$ cat config.mk
export PLATFORM = sky130hd
export DESIGN_NAME = swms_mod_pipe
export DESIGN_NICKNAME = d
export VERILOG_FILES = /design/src/design/swms_pkg.sv /design/src/design/swms_mod_pipe.sv
export SDC_FILE = /design/constraint.sdc
export NUM_CORES = 2
export LEC_CHECK = 0
export ABC_AREA = 1
export BUFFER_PORTS_ARGS = -buffer_cell sky130_fd_sc_hd__buf_4
export CAP_MARGIN = 25
export CORE_MARGIN = 2
export CORE_UTILIZATION = 50
export CTS_BUF_LIST = sky130_fd_sc_hd__clkbuf_4
export DETAILED_ROUTE_END_ITERATION = 12
export PLACE_DENSITY = 0.78
export SLEW_MARGIN = 20
export SYNTH_ARGS = -nofsm -noshare
export SYNTH_HDL_FRONTEND = slang
export SYNTH_SLANG_ARGS = --single-unit
$ cat constraint.sdc
create_clock -name clk -period 10.3 [get_ports clk]
set_clock_uncertainty 0.1 [all_clocks]
set_input_delay 2.06 -clock clk [delete_from_list [all_inputs] [get_ports clk]]
set_output_delay 2.06 -clock clk [all_outputs]
set_load 0.01 [all_outputs]
$ cat src/design/swms_pkg.sv
// ----------------------------------------------------------------------------
// swms_pkg: shared definitions for the swerve module setpoint core
// Field widths, register codes, reset values and the structs that pass
// between the core and its submodules.
// ----------------------------------------------------------------------------
package swms_pkg;

    localparam int WHEEL_W   = 2;
    localparam int SPEED_W   = 16;
    localparam int HEAD_W    = 22;
    localparam int MEAS_W    = 32;
    localparam int ERPM_W    = 32;

    localparam int CPR_W     = 21;
    localparam int FLIP_W    = 20;
    localparam int DB_W      = 15;
    localparam int GAIN_W    = 16;

    localparam int CFG_IDX_W  = 2;
    localparam int CFG_DATA_W = 21;

    // Heading error in (-cpr, cpr) as two's complement
    localparam int ERR_W     = CPR_W + 1;
    // Speed magnitude times gain, Q8 fraction dropped
    localparam int PROD_W    = SPEED_W + GAIN_W;
    localparam int EMAG_W    = PROD_W - 8;

    // Number of heading error register stages
    localparam int HEAD_LAT  = 4;

    // Dividend bits retired per remainder stage
    localparam int MOD_STEP_DEFAULT = 4;

    localparam logic [CPR_W-1:0]  CPR_RESET  = CPR_W'(8192);
    localparam logic [FLIP_W-1:0] FLIP_RESET = FLIP_W'(2162);
    localparam logic [DB_W-1:0]   DB_RESET   = DB_W'(10);
    localparam logic [GAIN_W-1:0] GAIN_RESET = GAIN_W'(256);

    typedef enum logic [CFG_IDX_W-1:0] {
        REG_COUNTS_PER_REV = 2'd0,
        REG_FLIP_THRESHOLD = 2'd1,
        REG_SPEED_DEADBAND = 2'd2,
        REG_ERPM_GAIN      = 2'd3
    } cfg_reg_t;

    typedef struct packed {
        logic meas_neg;
        logic head_neg;
    } sign_t;

    typedef struct packed {
        logic [WHEEL_W-1:0] wheel;
        logic [MEAS_W-1:0]  meas;
        logic               spd_neg;
        logic [SPEED_W-1:0] spd_mag;
        sign_t              signs;
        logic               held;
        logic [EMAG_W-1:0]  erpm_mag;
    } side_t;

endpackage

$ cat src/design/swms_mod_pipe.sv
// ----------------------------------------------------------------------------
// swms_mod_pipe: pipelined unsigned remainder
// Restoring remainder of dividend by divisor, STEP dividend bits per stage,
// one new operand accepted every cycle.
// ----------------------------------------------------------------------------
module swms_mod_pipe #(
    parameter int W    = swms_pkg::MEAS_W,
    parameter int STEP = swms_pkg::MOD_STEP_DEFAULT
) (
    input  logic                       clk,
    input  logic [W-1:0]               dividend,
    input  logic [swms_pkg::CPR_W-1:0] divisor,
    output logic [swms_pkg::CPR_W-1:0] rem
);
    import swms_pkg::*;

    localparam int NS = W / STEP;

    logic [W-1:0]     num_reg [NS-1];
    logic [CPR_W-1:0] rem_reg [NS];

    // Shift in STEP bits, subtract the divisor whenever it fits
    function automatic logic [CPR_W-1:0] mod_bits(
        input logic [CPR_W-1:0] r_in,
        input logic [STEP-1:0]  bits,
        input logic [CPR_W-1:0] d
    );
        logic [CPR_W:0]   acc;
        logic [CPR_W-1:0] r;
        r = r_in;
        for (int i = STEP - 1; i >= 0; i--)
        begin
            acc = {r, bits[i]};
            if (acc >= {1'b0, d})
            begin
                acc = acc - {1'b0, d};
            end
            r = acc[CPR_W-1:0];
        end
        return r;
    endfunction

    for (genvar s = 0; s < NS; s++)
    begin : g_stage
        logic [W-1:0]     num_in;
        logic [CPR_W-1:0] rem_in;
        logic [CPR_W-1:0] rem_next;

        if (s == 0)
        begin : g_first
            assign num_in = dividend;
            assign rem_in = '0;
        end
        else
        begin : g_rest
            assign num_in = num_reg[s-1];
            assign rem_in = rem_reg[s-1];
        end

        assign rem_next = mod_bits(rem_in, num_in[W-1 -: STEP], divisor);

        always_ff @(posedge clk)
        begin
            rem_reg[s] <= rem_next;
        end

        if (s < NS - 1)
        begin : g_num
            always_ff @(posedge clk)
            begin
                num_reg[s] <= num_in << STEP;
            end
        end
    end

    assign rem = rem_reg[NS-1];

endmodule

# Word-level counts from Yosys, hierarchy flattened
# Memories as Yosys holds them, arrays and structs flattened.
# Cells that the tools add are included.
# classes
n_mux	32
n_lt_le_gt_ge	32
add_sub_neg	32
# ops
op	count
22-bit by 21-bit >= comparator with 1-bit output	31
21-bit two-way mux	32
21-bit subtractor	31
1-bit by 21-bit >= comparator with 1-bit output	1
1-bit by 21-bit subtractor with 21-bit output	1
# totals
mem_count	2
regBits	0
mem_bits_rw	364
elab_cells	98
output_inout_bits	21
# mem_list
name	words	word_bits	rd	rd_ports_with_merged_regs	wr	line	source
num_reg	7	28	7	0	7	swms_mod_pipe.sv:19	logic [W-1:0] num_reg [NS-1];
rem_reg	8	21	8	0	8	swms_mod_pipe.sv:20	logic [CPR_W-1:0] rem_reg [NS];

# Logic depth before layout (Yosys ltp)
# An unclocked memory read counts as a cell.
# logic_depth
ltp_word	9
depth_mapped	66
depth_no_buf	61

# Worst setup path before layout
# Ideal clock, no wire load.
# synth_timing
path_type	input-to-reg
startpoint	in divisor[1] (netlist name)
endpoint	mem rem_reg[7][1], in the netlist rem_reg[1][64]
path_stages	56
path_slack_ns	0.151
arrival_time_ns	9.935
required_time_ns	10.086
n_path_buf	6
cell_sequence	inv_1 ha_1 nand2_1 nor2_1 nand2_1 nor2_1 nand2_1 nand4_2 buf_4 inv_2 clkbuf_1 o21ai_0 ha_1 nand2_1 inv_1 nand2_1 nand2_1 a21oi_1 [20 not listed] fa_1 nand3_1 nand2_1 a21oi_1 o21bai_1 nand3_1 nand2_1 nand2_1 nand2_1 nand2_1 nand2_1 nand2_1 nand2_1 inv_1 nand3_1 buf_4 nand2_1 nand2_1
# synth_lines
item	line	source
start, declared	swms_mod_pipe.sv:12	input logic [swms_pkg::CPR_W-1:0] divisor,
end, declared	swms_mod_pipe.sv:20	

==> impl_metrics.toml <==
[hold_path]
hold_class = "reg2reg"

[finish]
instances_no_fill = 10900
largest_register_ffs = 168
final_util_pct = 61.7
drive_gt1_share_pct = 14.7
final_common_cell = "nand2_1"
layout_common_cells = "nand2_1, buf_4, inv_1, ha_1, a21oi_1"
layout.nets = 10200
final_area_um2 = 60500
synthToLayoutAreaGrowth_pct = 22.4

[cts]
root_buffer = "clkbuf_4"
cts_buffer_depth = 3
clkLatencyLatePin_ps = 950
cts_tree = "yes"
hold_buffers = 0
htreeDepth = 3
cts_buffers = 86
cts.sinks = 280
clk_pin_slew_ps = 70

[yosys]
syn-num-nets = 9167
yosys_warnings = 0
synthesis.area_um2 = 49400
synth_top_cell_area_share_pct = 22.0
ys_ff_latch = 280
yosysSeqAreaShare_pct = 11.3
syn_inst = 8429
synth_cell_types = 60
yosysTopAreaCell = "nand2_1"
avgSynthCellArea_um2 = 5.86
ys_top_cells_by_area = "nand2_1, ha_1, dfxtp_1, inv_1, a21oi_1"

[drt]
wirelength_met1_um = 85600
dr.pass1.iters = 9
wl_met2_um = 86200
wl_met3_um = 18400
avgRoutedWirePerCell_um = 18.5
num_vias = 60100
drt-total-wl_um = 201000
drt_iter0_markers = 5739
ant_nets = 0
route.detailed.drc = 0
top_layer_used = "met5"
vias_per_cell = 5.53

[placement]
io_buffers = 74
gp_congestion = 1.06
postPlaceCellArea_um2 = 59200
placed_cells = 10700
place_hpwl_um = 169000

[timing]
fmax_ghz = 0.102
setup_viol = 0
rsz0062_at_grt = "false"
hold_viol = 0
maxSlewViolCount = 0
timing.hold.ws_ps = 222
post-route-min-period_ps = 9820
tightestPinTransition_ps = 913
finalCritPeriodShare_pct = 95.3
maxSlewHeadroom_pct = 39.1

[worst_setup_path]
critPathSlowestCell = "fa_1"
crit_top_cell = "nand2_1"
critPathRequiredTime_ps = 11090
critPathLaunchType = "input pin"
critPathArrivalTime_ps = 10610
crit_path_max_incr_delay_ps = 470
cp-end-kind = "flip-flop"
critical_path_class = "in2reg"
cp_max_fo = 25

[die]
rows = 115
pin_count = 75
core_area_um2 = 98100
die_x_um = 318
die_area_um2 = 101000
die_h_um = 318
initial_utilization_pct = 50.4

[global_route]
grt_antenna_before_repair = 12
grt_pass1_wl_um = 309000
grt_pass1_vias = 56900
grt_usage_pct = 38.5
grt_max_degree = 26
grt.overflow.total = 0

[flow_run]
drv_cap = 0

[run_status]
status = "complete, no violations"
[stage by stage]
step / setup WS, ps / TNS (ps)
floorplan: 151 / 0
global placement: -757 / -34940
detailed placement: -684 / -40070
CTS: 285 / 0
global route: 13.6 / 0
finish: 482 / 0
[synth_stat cells (all sizes together)]
cell and n:
ha 653, a21oi 655, mux2 1, and3 2, a41oi 1, a211oi 6
clkinv 3, nand3b 34, o21ai 497, o2111ai 2, nand2 2916, a221oi 5
o21a 14, inv 998, o221a 1, o21bai 71, o211ai 30, nand3 513
a21o 41, clkbuf 24, nor4 53, xnor2 219, nor2 654, o221ai 2
a31o 2, xor2 293, nand4 133, buf 93, o31a 1, or2 44
nor3 72, o31ai 12, nand2b 1, a31oi 38, dfxtp 280, fa 31
and2 12, nor3b 3, a21boi 19
[per-layer routing]
layer | vias up | track usage [%]
li1 | 29900 | -
met1 | 27100 | 50.1
met2 | 2584 | 61.6
met3 | 529 | 7.00
met4 | 4 | 17.8
met5 | - | 0
[final cells by class]
| cell class | count | area (um2) |
|---|---|---|
| Sequential cell | 280 | 5610 |
| Fill cell | 9939 | 37600 |
| Antenna cell | 10 | 25.0 |
| Multi-Input combinational cell | 7031 | 39500 |
| Clock inverter | 39 | 246 |
| Clock buffer | 117 | 878 |
| Tap cell | 1287 | 1610 |
| Inverter | 1001 | 3770 |
| Timing Repair Buffer | 1111 | 8910 |
[critical path: cells and delay by family]
kind                       cells  cell delay (ps)
AOI/OAI and AO/OA             11             1780
adders and majority gates      5             1780
buffers and inverters         10             1600
and+or+nand+nor               28             3330
[cells by family (layout without fill, tap and decap cells)]
family / Yosys count / count (layout) / synth area share, %
simple gates: 4437 / 4437 / 37.4
compound gates: 1397 / 1397 / 15.4
flops: 280 / 280 / 11.3
xor+xnor: 512 / 512 / 9.07
other cells: 0 / 10 / 0
buf+inv: 1118 / 2268 / 8.95
fa+ha+maj: 684 / 684 / 17.8
mux: 1 / 1 / 0.0228
[final timing paths]
check	from	end	slack (ps)	depth (start not counted)
max	divisor[0]	rem_reg[1][56]	480	54
min	num_reg[1][14]	num_reg[2][18]	220	0
max reg2reg	rem_reg[1][18]	rem_reg[1][40]	1320	52
min reg2reg	num_reg[1][14]	num_reg[2][18]	220	0
[timing repair]
item                       4_1_cts  5_1_grt
resized for setup                0       35
setup endpoints to repair        0       85
buffers inserted                 0        5
Power is not shown: default switching activity piles up to over one toggle a cycle in this logic, so the estimate is an artifact.
