`src/design/swms_pkg.sv`:
```
// ----------------------------------------------------------------------------
// swms_pkg: shared definitions for the swerve module setpoint core
// Field widths, register codes, reset values and the structs that pass
// between the core and its submodules.
// ----------------------------------------------------------------------------
package swms_pkg;

    localparam int WHEEL_W   = 2;
    localparam int SPEED_W   = 16;
    localparam int HEAD_W    = 22;
    localparam int MEAS_W    = 32;
    localparam int ERPM_W    = 32;

    localparam int CPR_W     = 21;
    localparam int FLIP_W    = 20;
    localparam int DB_W      = 15;
    localparam int GAIN_W    = 16;

    localparam int CFG_IDX_W  = 2;
    localparam int CFG_DATA_W = 21;

    // Heading error in (-cpr, cpr) as two's complement
    localparam int ERR_W     = CPR_W + 1;
    // Speed magnitude times gain, Q8 fraction dropped
    localparam int PROD_W    = SPEED_W + GAIN_W;
    localparam int EMAG_W    = PROD_W - 8;

    // Number of heading error register stages
    localparam int HEAD_LAT  = 4;

    // Dividend bits retired per remainder stage
    localparam int MOD_STEP_DEFAULT = 4;

    localparam logic [CPR_W-1:0]  CPR_RESET  = CPR_W'(8192);
    localparam logic [FLIP_W-1:0] FLIP_RESET = FLIP_W'(2162);
    localparam logic [DB_W-1:0]   DB_RESET   = DB_W'(10);
    localparam logic [GAIN_W-1:0] GAIN_RESET = GAIN_W'(256);

    typedef enum logic [CFG_IDX_W-1:0] {
        REG_COUNTS_PER_REV = 2'd0,
        REG_FLIP_THRESHOLD = 2'd1,
        REG_SPEED_DEADBAND = 2'd2,
        REG_ERPM_GAIN      = 2'd3
    } cfg_reg_t;

    typedef struct packed {
        logic meas_neg;
        logic head_neg;
    } sign_t;

    typedef struct packed {
        logic [WHEEL_W-1:0] wheel;
        logic [MEAS_W-1:0]  meas;
        logic               spd_neg;
        logic [SPEED_W-1:0] spd_mag;
        sign_t              signs;
        logic               held;
        logic [EMAG_W-1:0]  erpm_mag;
    } side_t;

endpackage

```
`src/design/swms_heading.sv`:
```
// ----------------------------------------------------------------------------
// swms_heading: heading error and drive flip
// Turns both remainders into a wrapped heading error, applies the
// shortest-path flip and reports whether the drive is reversed.
// ----------------------------------------------------------------------------
module swms_heading (
    input  logic                        clk,
    input  logic [swms_pkg::CPR_W-1:0]  rem_meas,
    input  logic [swms_pkg::CPR_W-1:0]  rem_head,
    input  swms_pkg::sign_t             signs,
    input  logic [swms_pkg::CPR_W-1:0]  cpr,
    input  logic [swms_pkg::FLIP_W-1:0] flip,
    output logic [swms_pkg::ERR_W-1:0]  err,
    output logic                        rev
);
    import swms_pkg::*;

    logic [CPR_W-1:0] hm_reg, hm_next;
    logic [CPR_W-1:0] hh_reg, hh_next;
    logic [CPR_W:0]   diff;
    logic [CPR_W:0]   diff_wrap;
    logic [CPR_W-1:0] e1_reg, e1_next;
    logic             wrap;
    logic [ERR_W-1:0] e2_reg, e2_next;
    logic [CPR_W-1:0] emag_reg, emag_next;
    logic [ERR_W-1:0] half;
    logic             flip_hit;
    logic [ERR_W-1:0] err_reg, err_next;
    logic             rev_reg;

    // Floor modulo: a negative operand with a nonzero remainder folds to cpr - rem
    assign hm_next = (signs.meas_neg && rem_meas != '0) ? cpr - rem_meas : rem_meas;
    assign hh_next = (signs.head_neg && rem_head != '0) ? cpr - rem_head : rem_head;

    // Difference of two values in [0, cpr), brought back into [0, cpr)
    assign diff      = {1'b0, hh_reg} - {1'b0, hm_reg};
    assign diff_wrap = diff + {1'b0, cpr};
    assign e1_next   = diff[CPR_W] ? diff_wrap[CPR_W-1:0] : diff[CPR_W-1:0];

    // Wrap into (-cpr/2, cpr/2], keep the magnitude alongside
    assign wrap      = {e1_reg, 1'b0} > {1'b0, cpr};
    assign e2_next   = wrap ? ({1'b0, e1_reg} - {1'b0, cpr}) : {1'b0, e1_reg};
    assign emag_next = wrap ? (cpr - e1_reg) : e1_reg;

    // Shift by half a revolution toward zero when past the threshold
    assign half     = {1'b0, cpr >> 1};
    assign flip_hit = emag_reg > {1'b0, flip};
    assign err_next = !flip_hit         ? e2_reg :
                      e2_reg[ERR_W-1]   ? e2_reg + half :
                                          e2_reg - half;

    always_ff @(posedge clk)
    begin
        hm_reg   <= hm_next;
        hh_reg   <= hh_next;
        e1_reg   <= e1_next;
        e2_reg   <= e2_next;
        emag_reg <= emag_next;
        err_reg  <= err_next;
        rev_reg  <= flip_hit;
    end

    assign err = err_reg;
    assign rev = rev_reg;

endmodule

```
`config.mk`:
```
export PLATFORM = sky130hd
export DESIGN_NAME = swms_heading
export DESIGN_NICKNAME = d
export VERILOG_FILES = /design/src/design/swms_pkg.sv /design/src/design/swms_heading.sv
export SDC_FILE = /design/constraint.sdc
export NUM_CORES = 1
export LEC_CHECK = 0
export BUFFER_PORTS_ARGS = -buffer_cell sky130_fd_sc_hd__buf_2
export CAP_MARGIN = 5
export CELL_PAD_IN_SITES_DETAIL_PLACEMENT = 1
export CELL_PAD_IN_SITES_GLOBAL_PLACEMENT = 1
export CORE_ASPECT_RATIO = 1.4
export CORE_MARGIN = 2
export CORE_UTILIZATION = 46
export DETAILED_ROUTE_END_ITERATION = 6
export HOLD_SLACK_MARGIN = 0.1
export PLACE_DENSITY = 0.85
export SLEW_MARGIN = 30
export SYNTH_ARGS = -nofsm -noshare
export SYNTH_HDL_FRONTEND = slang
export SYNTH_SLANG_ARGS = --single-unit
export TNS_END_PERCENT = 10
```
`constraint.sdc`:
```
create_clock -name clk -period 5.15 [get_ports clk]
set_clock_uncertainty 0.2 [all_clocks]
set_input_delay 1.03 -clock clk [delete_from_list [all_inputs] [get_ports clk]]
set_output_delay 1.03 -clock clk [all_outputs]
set_load 0.02 [all_outputs]
```
Yosys cells after proc, flatten, opt, wreduce, memory -nomap -nowiden
Cells that the tools add are included.
W data, S select, Z words.
{"block": "totals", "regBits": 129, "input_bits": 86, "out_inout_bits": 23, "word_cells": 29}
{"block": "classes", "addsub": 8, "magnitude_cmp": 2, "mux": 7, "reduce_logical": 4}
{"cell": "$mux W21", "n": 5}
{"cell": "$sub A21 B21 Y21", "n": 3}
{"cell": "$mux W22", "n": 2}
{"cell": "$sub A21 B21 Y22", "n": 2}
{"cell": "$reduce_bool A21 Y1", "n": 2}
{"cell": "$add A22 B20 Y22", "n": 1}
{"cell": "$gt A22 B21 Y1", "n": 1}
{"cell": "$sub A22 B20 Y22", "n": 1}
{"cell": "$add A21 B21 Y21", "n": 1}
{"cell": "$gt A21 B20 Y1", "n": 1}
{"cell": "$logic_and A1 B1 Y1", "n": 2}

Depth between registers and ports, before layout
{"block": "logic_depth", "ltp_word": 3, "depth_mapped": 20}

Worst setup path after synthesis
OpenSTA, ideal clock, no wires.
{"block": "synth_timing", "path_type": "reg-to-reg", "from": "reg hh_reg[0]", "to": "reg e1_reg[18]", "setup_ps": 121, "t_arrival_ps": 3816, "setup_slack_ps": 1013, "path_stages_with_launch": 20, "period_less_slack_ps": 4137, "path_cell_list": "dfxtp_1 -> inv_1 -> ha_1 -> inv_1 -> fa_1 -> a211oi_1 -> o21bai_1 -> a21o_1 -> a31oi_2 -> a21oi_1 -> xor2_1 -> ha_1 -> a21o_1 -> a21oi_1 -> a21boi_0 -> o21a_1 -> or3_1 -> a221oi_2 -> xnor2_1 -> mux2_2"}
{"block": "synth_between", "elab_chain_cells": 3}
{"element": "start: declaration", "line": "swms_heading.sv:19", "source": "logic [CPR_W-1:0] hh_reg, hh_next;"}
{"element": "start signal: assignment", "line": "swms_heading.sv:55", "source": "hh_reg <= hh_next;"}
{"element": "$sub A21 B21 Y22 (*)", "line": "swms_heading.sv:36", "source": "assign diff = {1'b0, hh_reg} - {1'b0, hm_reg};"}
{"element": "$add A21 B21 Y21", "line": "swms_heading.sv:37", "source": "assign diff_wrap = diff + {1'b0, cpr};"}
{"element": "$mux W21 (*)", "line": "swms_heading.sv:38", "source": "assign e1_next = diff[CPR_W] ? diff_wrap[CPR_W-1:0] : diff[CPR_W-1:0];"}
{"element": "net e1_next[18]", "line": "swms_heading.sv:22", "source": "logic [CPR_W-1:0] e1_reg, e1_next;"}
{"element": "end signal: assignment", "line": "swms_heading.sv:56", "source": "e1_reg <= e1_next;"}
{"element": "end: declaration", "line": "swms_heading.sv:22"}
The timed path passes the listed nets; every way through them passes the cells marked *.
A chain may end at the register's enable or synchronous reset.

Worst setup path in the final report
Ends and elaborated chain as after synthesis.

==> results.yml <==
detailed_routing:
  num_vias: 11700
  wl_um: 38200
  drc: 0
  ant_nets: 0
  first_iter_violations: 327
  vias_per_cell: 5.83
  first_pass_iters: 4
  wl_per_cell_um: 19.0
sta:
  min_period_ns: 4.68
  drv_slew: 0
  whs_ns: 0.284
  slew_headroom_pct: 51.6
  tightest_slew_ns: 0.719
  rsz0062_at_grt: "false"
  fmax_ghz: 0.214
  tns_ns: 0
  finalCritPeriodShare_pct: 90.9
  hold_violations: 0
  setup_viol_count_final: 0
final_layout:
  n_fill_cell: 3340
  largest_reg_flops: 22
  final_cell_mix: "ha_1, inv_1, o21ai_0"
  final_core_util_pct: 52.2
  seq_area_um2: 2560
  final_common_cell: "ha_1"
  nets: 1950
  drive_above_1_share_pct: 11.0
  area_growth_pct: 12.2
  layout.cells.non_filler: 2013
  multi_input_area_um2: 9080
synthesis:
  async_flop_share_pct: 0
  yosysWarnings: 0
  yosysTopAreaCellShare_pct: 20.7
  synth_edf_count: 0
  syn_avg_cell_area_um2: 7.86
  ys_top_cells_by_area: "dfxtp_1, ha_1, xnor2_1"
  ys_types: 71
  yosysSeqAreaShare_pct: 20.7
  ys_seq_elements: 128
  synthFlopType: "dfxtp_1"
  synth_top_area_cell: "dfxtp_1"
  syn-num-nets: 1855
  synthCells: 1577
  syn-cell-area_um2: 12400
hold_path:
  hp-class: "register to register"
  holdPathStages: 2
place:
  gp_congestion: 0.943
  place_hpwl_um: 31200
  dp.cells: 1980
  portBuffers: 108
clock_network:
  root_buffer: "clkbuf_16"
  clockBufferDepth: 2
  cts-resized-gates: 0
  cts_buffers: 17
  clkSlewWorstSetupHoldPaths_ns: 0.06
  cts_setup_buffers: 0
  cts_hold_buffers: 0
  htree_num_levels: 4
  clock_sinks: 128
  clk_latency_ns: 0.45
  cts_tree: "yes"
setup_path:
  path_class: "register to register"
  crit_fanout: 4
  cp_slowest_cell: "fa_1"
  crit_path_end_kind: "register"
  crit_family: "compound AO/OA/AOI/OAI gates"
  worstPathCellList: "inv_1 > ha_1 > inv_1 > fa_1 > a211oi_1 > o21bai_1 > a21o_1 > a31oi_2 > a21oi_1 > xor2_1 > ha_1 > a21o_1 > a21oi_1 > a21boi_0 > o21a_1 > or3_1 > a221oi_2 > xnor2_1 > mux2_2"
  crit_cells: 19
  cp.required_ns: 5.28
  crit_arrival_ns: 4.81
  ff2ff_path_depth: 19
  cpPeakStageDelay_ns: 0.43
  crit_buf_inv: 2
  worstSetupStartpointType: "register"
  r2r_setup_slack_ns: 0.47
floorplanning:
  start_util_pct: 46.5
  die_area_um2: 28300
  coreArea_um2: 26700
  die_h_um: 198
  num_rows: 71
  die_w_um: 143
  ios: 109
run:
  cap_violations: 0
power_and_ir_drop:
  ir_drop_uv: 278
  leakage_nw: 6.87
  power.density_nw_per_um2: 648
grt:
  grt_max_degree: 50
  grt_overflow: 0
  antenna_found_initial: 1
  grt.total_usage_pct: 27.6
  grt_pass1_wl_um: 62100
  grt_pass1_vias: 12600
run_status:
  outcome: "complete, no violations"
final timing paths:
kind,from,end
worst min-delay path,e2_reg[3]$_DFF_P_,err[3]$_DFF_P_
worst max register to register,hh_reg[0]$_DFF_P_,e1_reg[18]$_DFF_P_
worst min register to register,e2_reg[3]$_DFF_P_,err[3]$_DFF_P_
worst max-delay path,hh_reg[0]$_DFF_P_,e1_reg[18]$_DFF_P_
where the power goes:
group | switching [mW] | internal (mW)
sequential | 0.229 | 1.46
combinational | 3.51 | 2.54
clock | 0.482 | 0.793
total | 4.22 | 4.80
routing by layer:
layer | vias to the layer above | routed length (um) | track usage (%)
met4 | 0 | 1590 | 12.7
li1 | 5801 | - | -
met2 | 205 | 20800 | 54.5
met5 | - | 0 | 0
met1 | 5644 | 14800 | 28.4
met3 | 79 | 962 | 3.34
worst reg2reg max path: stages, from the launching register on:
cell      delay (ns)
dfxtp_1         0.30
inv_1           0.05
ha_1            0.16
inv_1           0.06
fa_1            0.43
a211oi_1        0.23
o21bai_1        0.17
a21o_1          0.24
a31oi_2         0.22
a21oi_1         0.18
xor2_1          0.19
ha_1            0.35
a21o_1          0.21
a21oi_1         0.22
a21boi_0        0.14
o21a_1          0.20
or3_1           0.41
a221oi_2        0.28
xnor2_1         0.09
mux2_2          0.25
per-stage QoR:
stage	cell area [um2]	worst slack, ns	power (mW)
2_1_floorplan	12400	1.01	6.15
3_3_place_gp	13300	0.603	7.42
3_5_place_dp	13300	0.546	7.67
4_1_cts	13900	0.499	9.03
5_1_grt	13900	0.172	9.79
6_report	13900	0.467	9.02
cell type report:
| class | count | share of cell area, % |
|---|---|---|
| antenna | 1 | 0.0180 |
| clock buffer | 21 | 3.38 |
| clock inverter | 10 | 0.971 |
| inverter | 150 | 4.05 |
| multi-input combinational | 1248 | 65.3 |
| sequential | 128 | 18.4 |
| tap | 328 | 2.95 |
| timing repair buffer | 127 | 4.91 |
cells in the mapped netlist (10+ instances only):
master	count
and3_1	21
o21ai_0	129
a21oi_1	124
or3_1	12
nand2b_1	20
mux2_2	12
ha_1	185
xor2_1	50
nand4_1	16
mux2i_1	20
nor4_1	14
nor2b_1	25
o31ai_1	11
nor2_1	67
nor3b_1	15
nand2_1	128
dfxtp_1	128
nor3_1	26
a21o_1	80
nand3_1	35
xnor2_1	80
inv_1	150
a31oi_1	22
a211oi_1	10
clkbuf_1	33
o21a_1	17
o21bai_1	17
cell families (layout without fill, tap and decap cells):
logic type               Yosys count  in the layout  synth area share, %
AO/OA/AOI/OAI                    484            484                 24.7
AND/OR/NAND/NOR                  410            410                 16.7
other                              0              1                    0
adder cells (fa/ha/maj)          192            192                 19.8
flip-flops                       128            128                 20.7
multiplexers                      32             32                 2.70
buffers and inverters            201            308                 6.30
XOR/XNOR                         130            130                 9.18
Power figures use the tool's default switching activity.
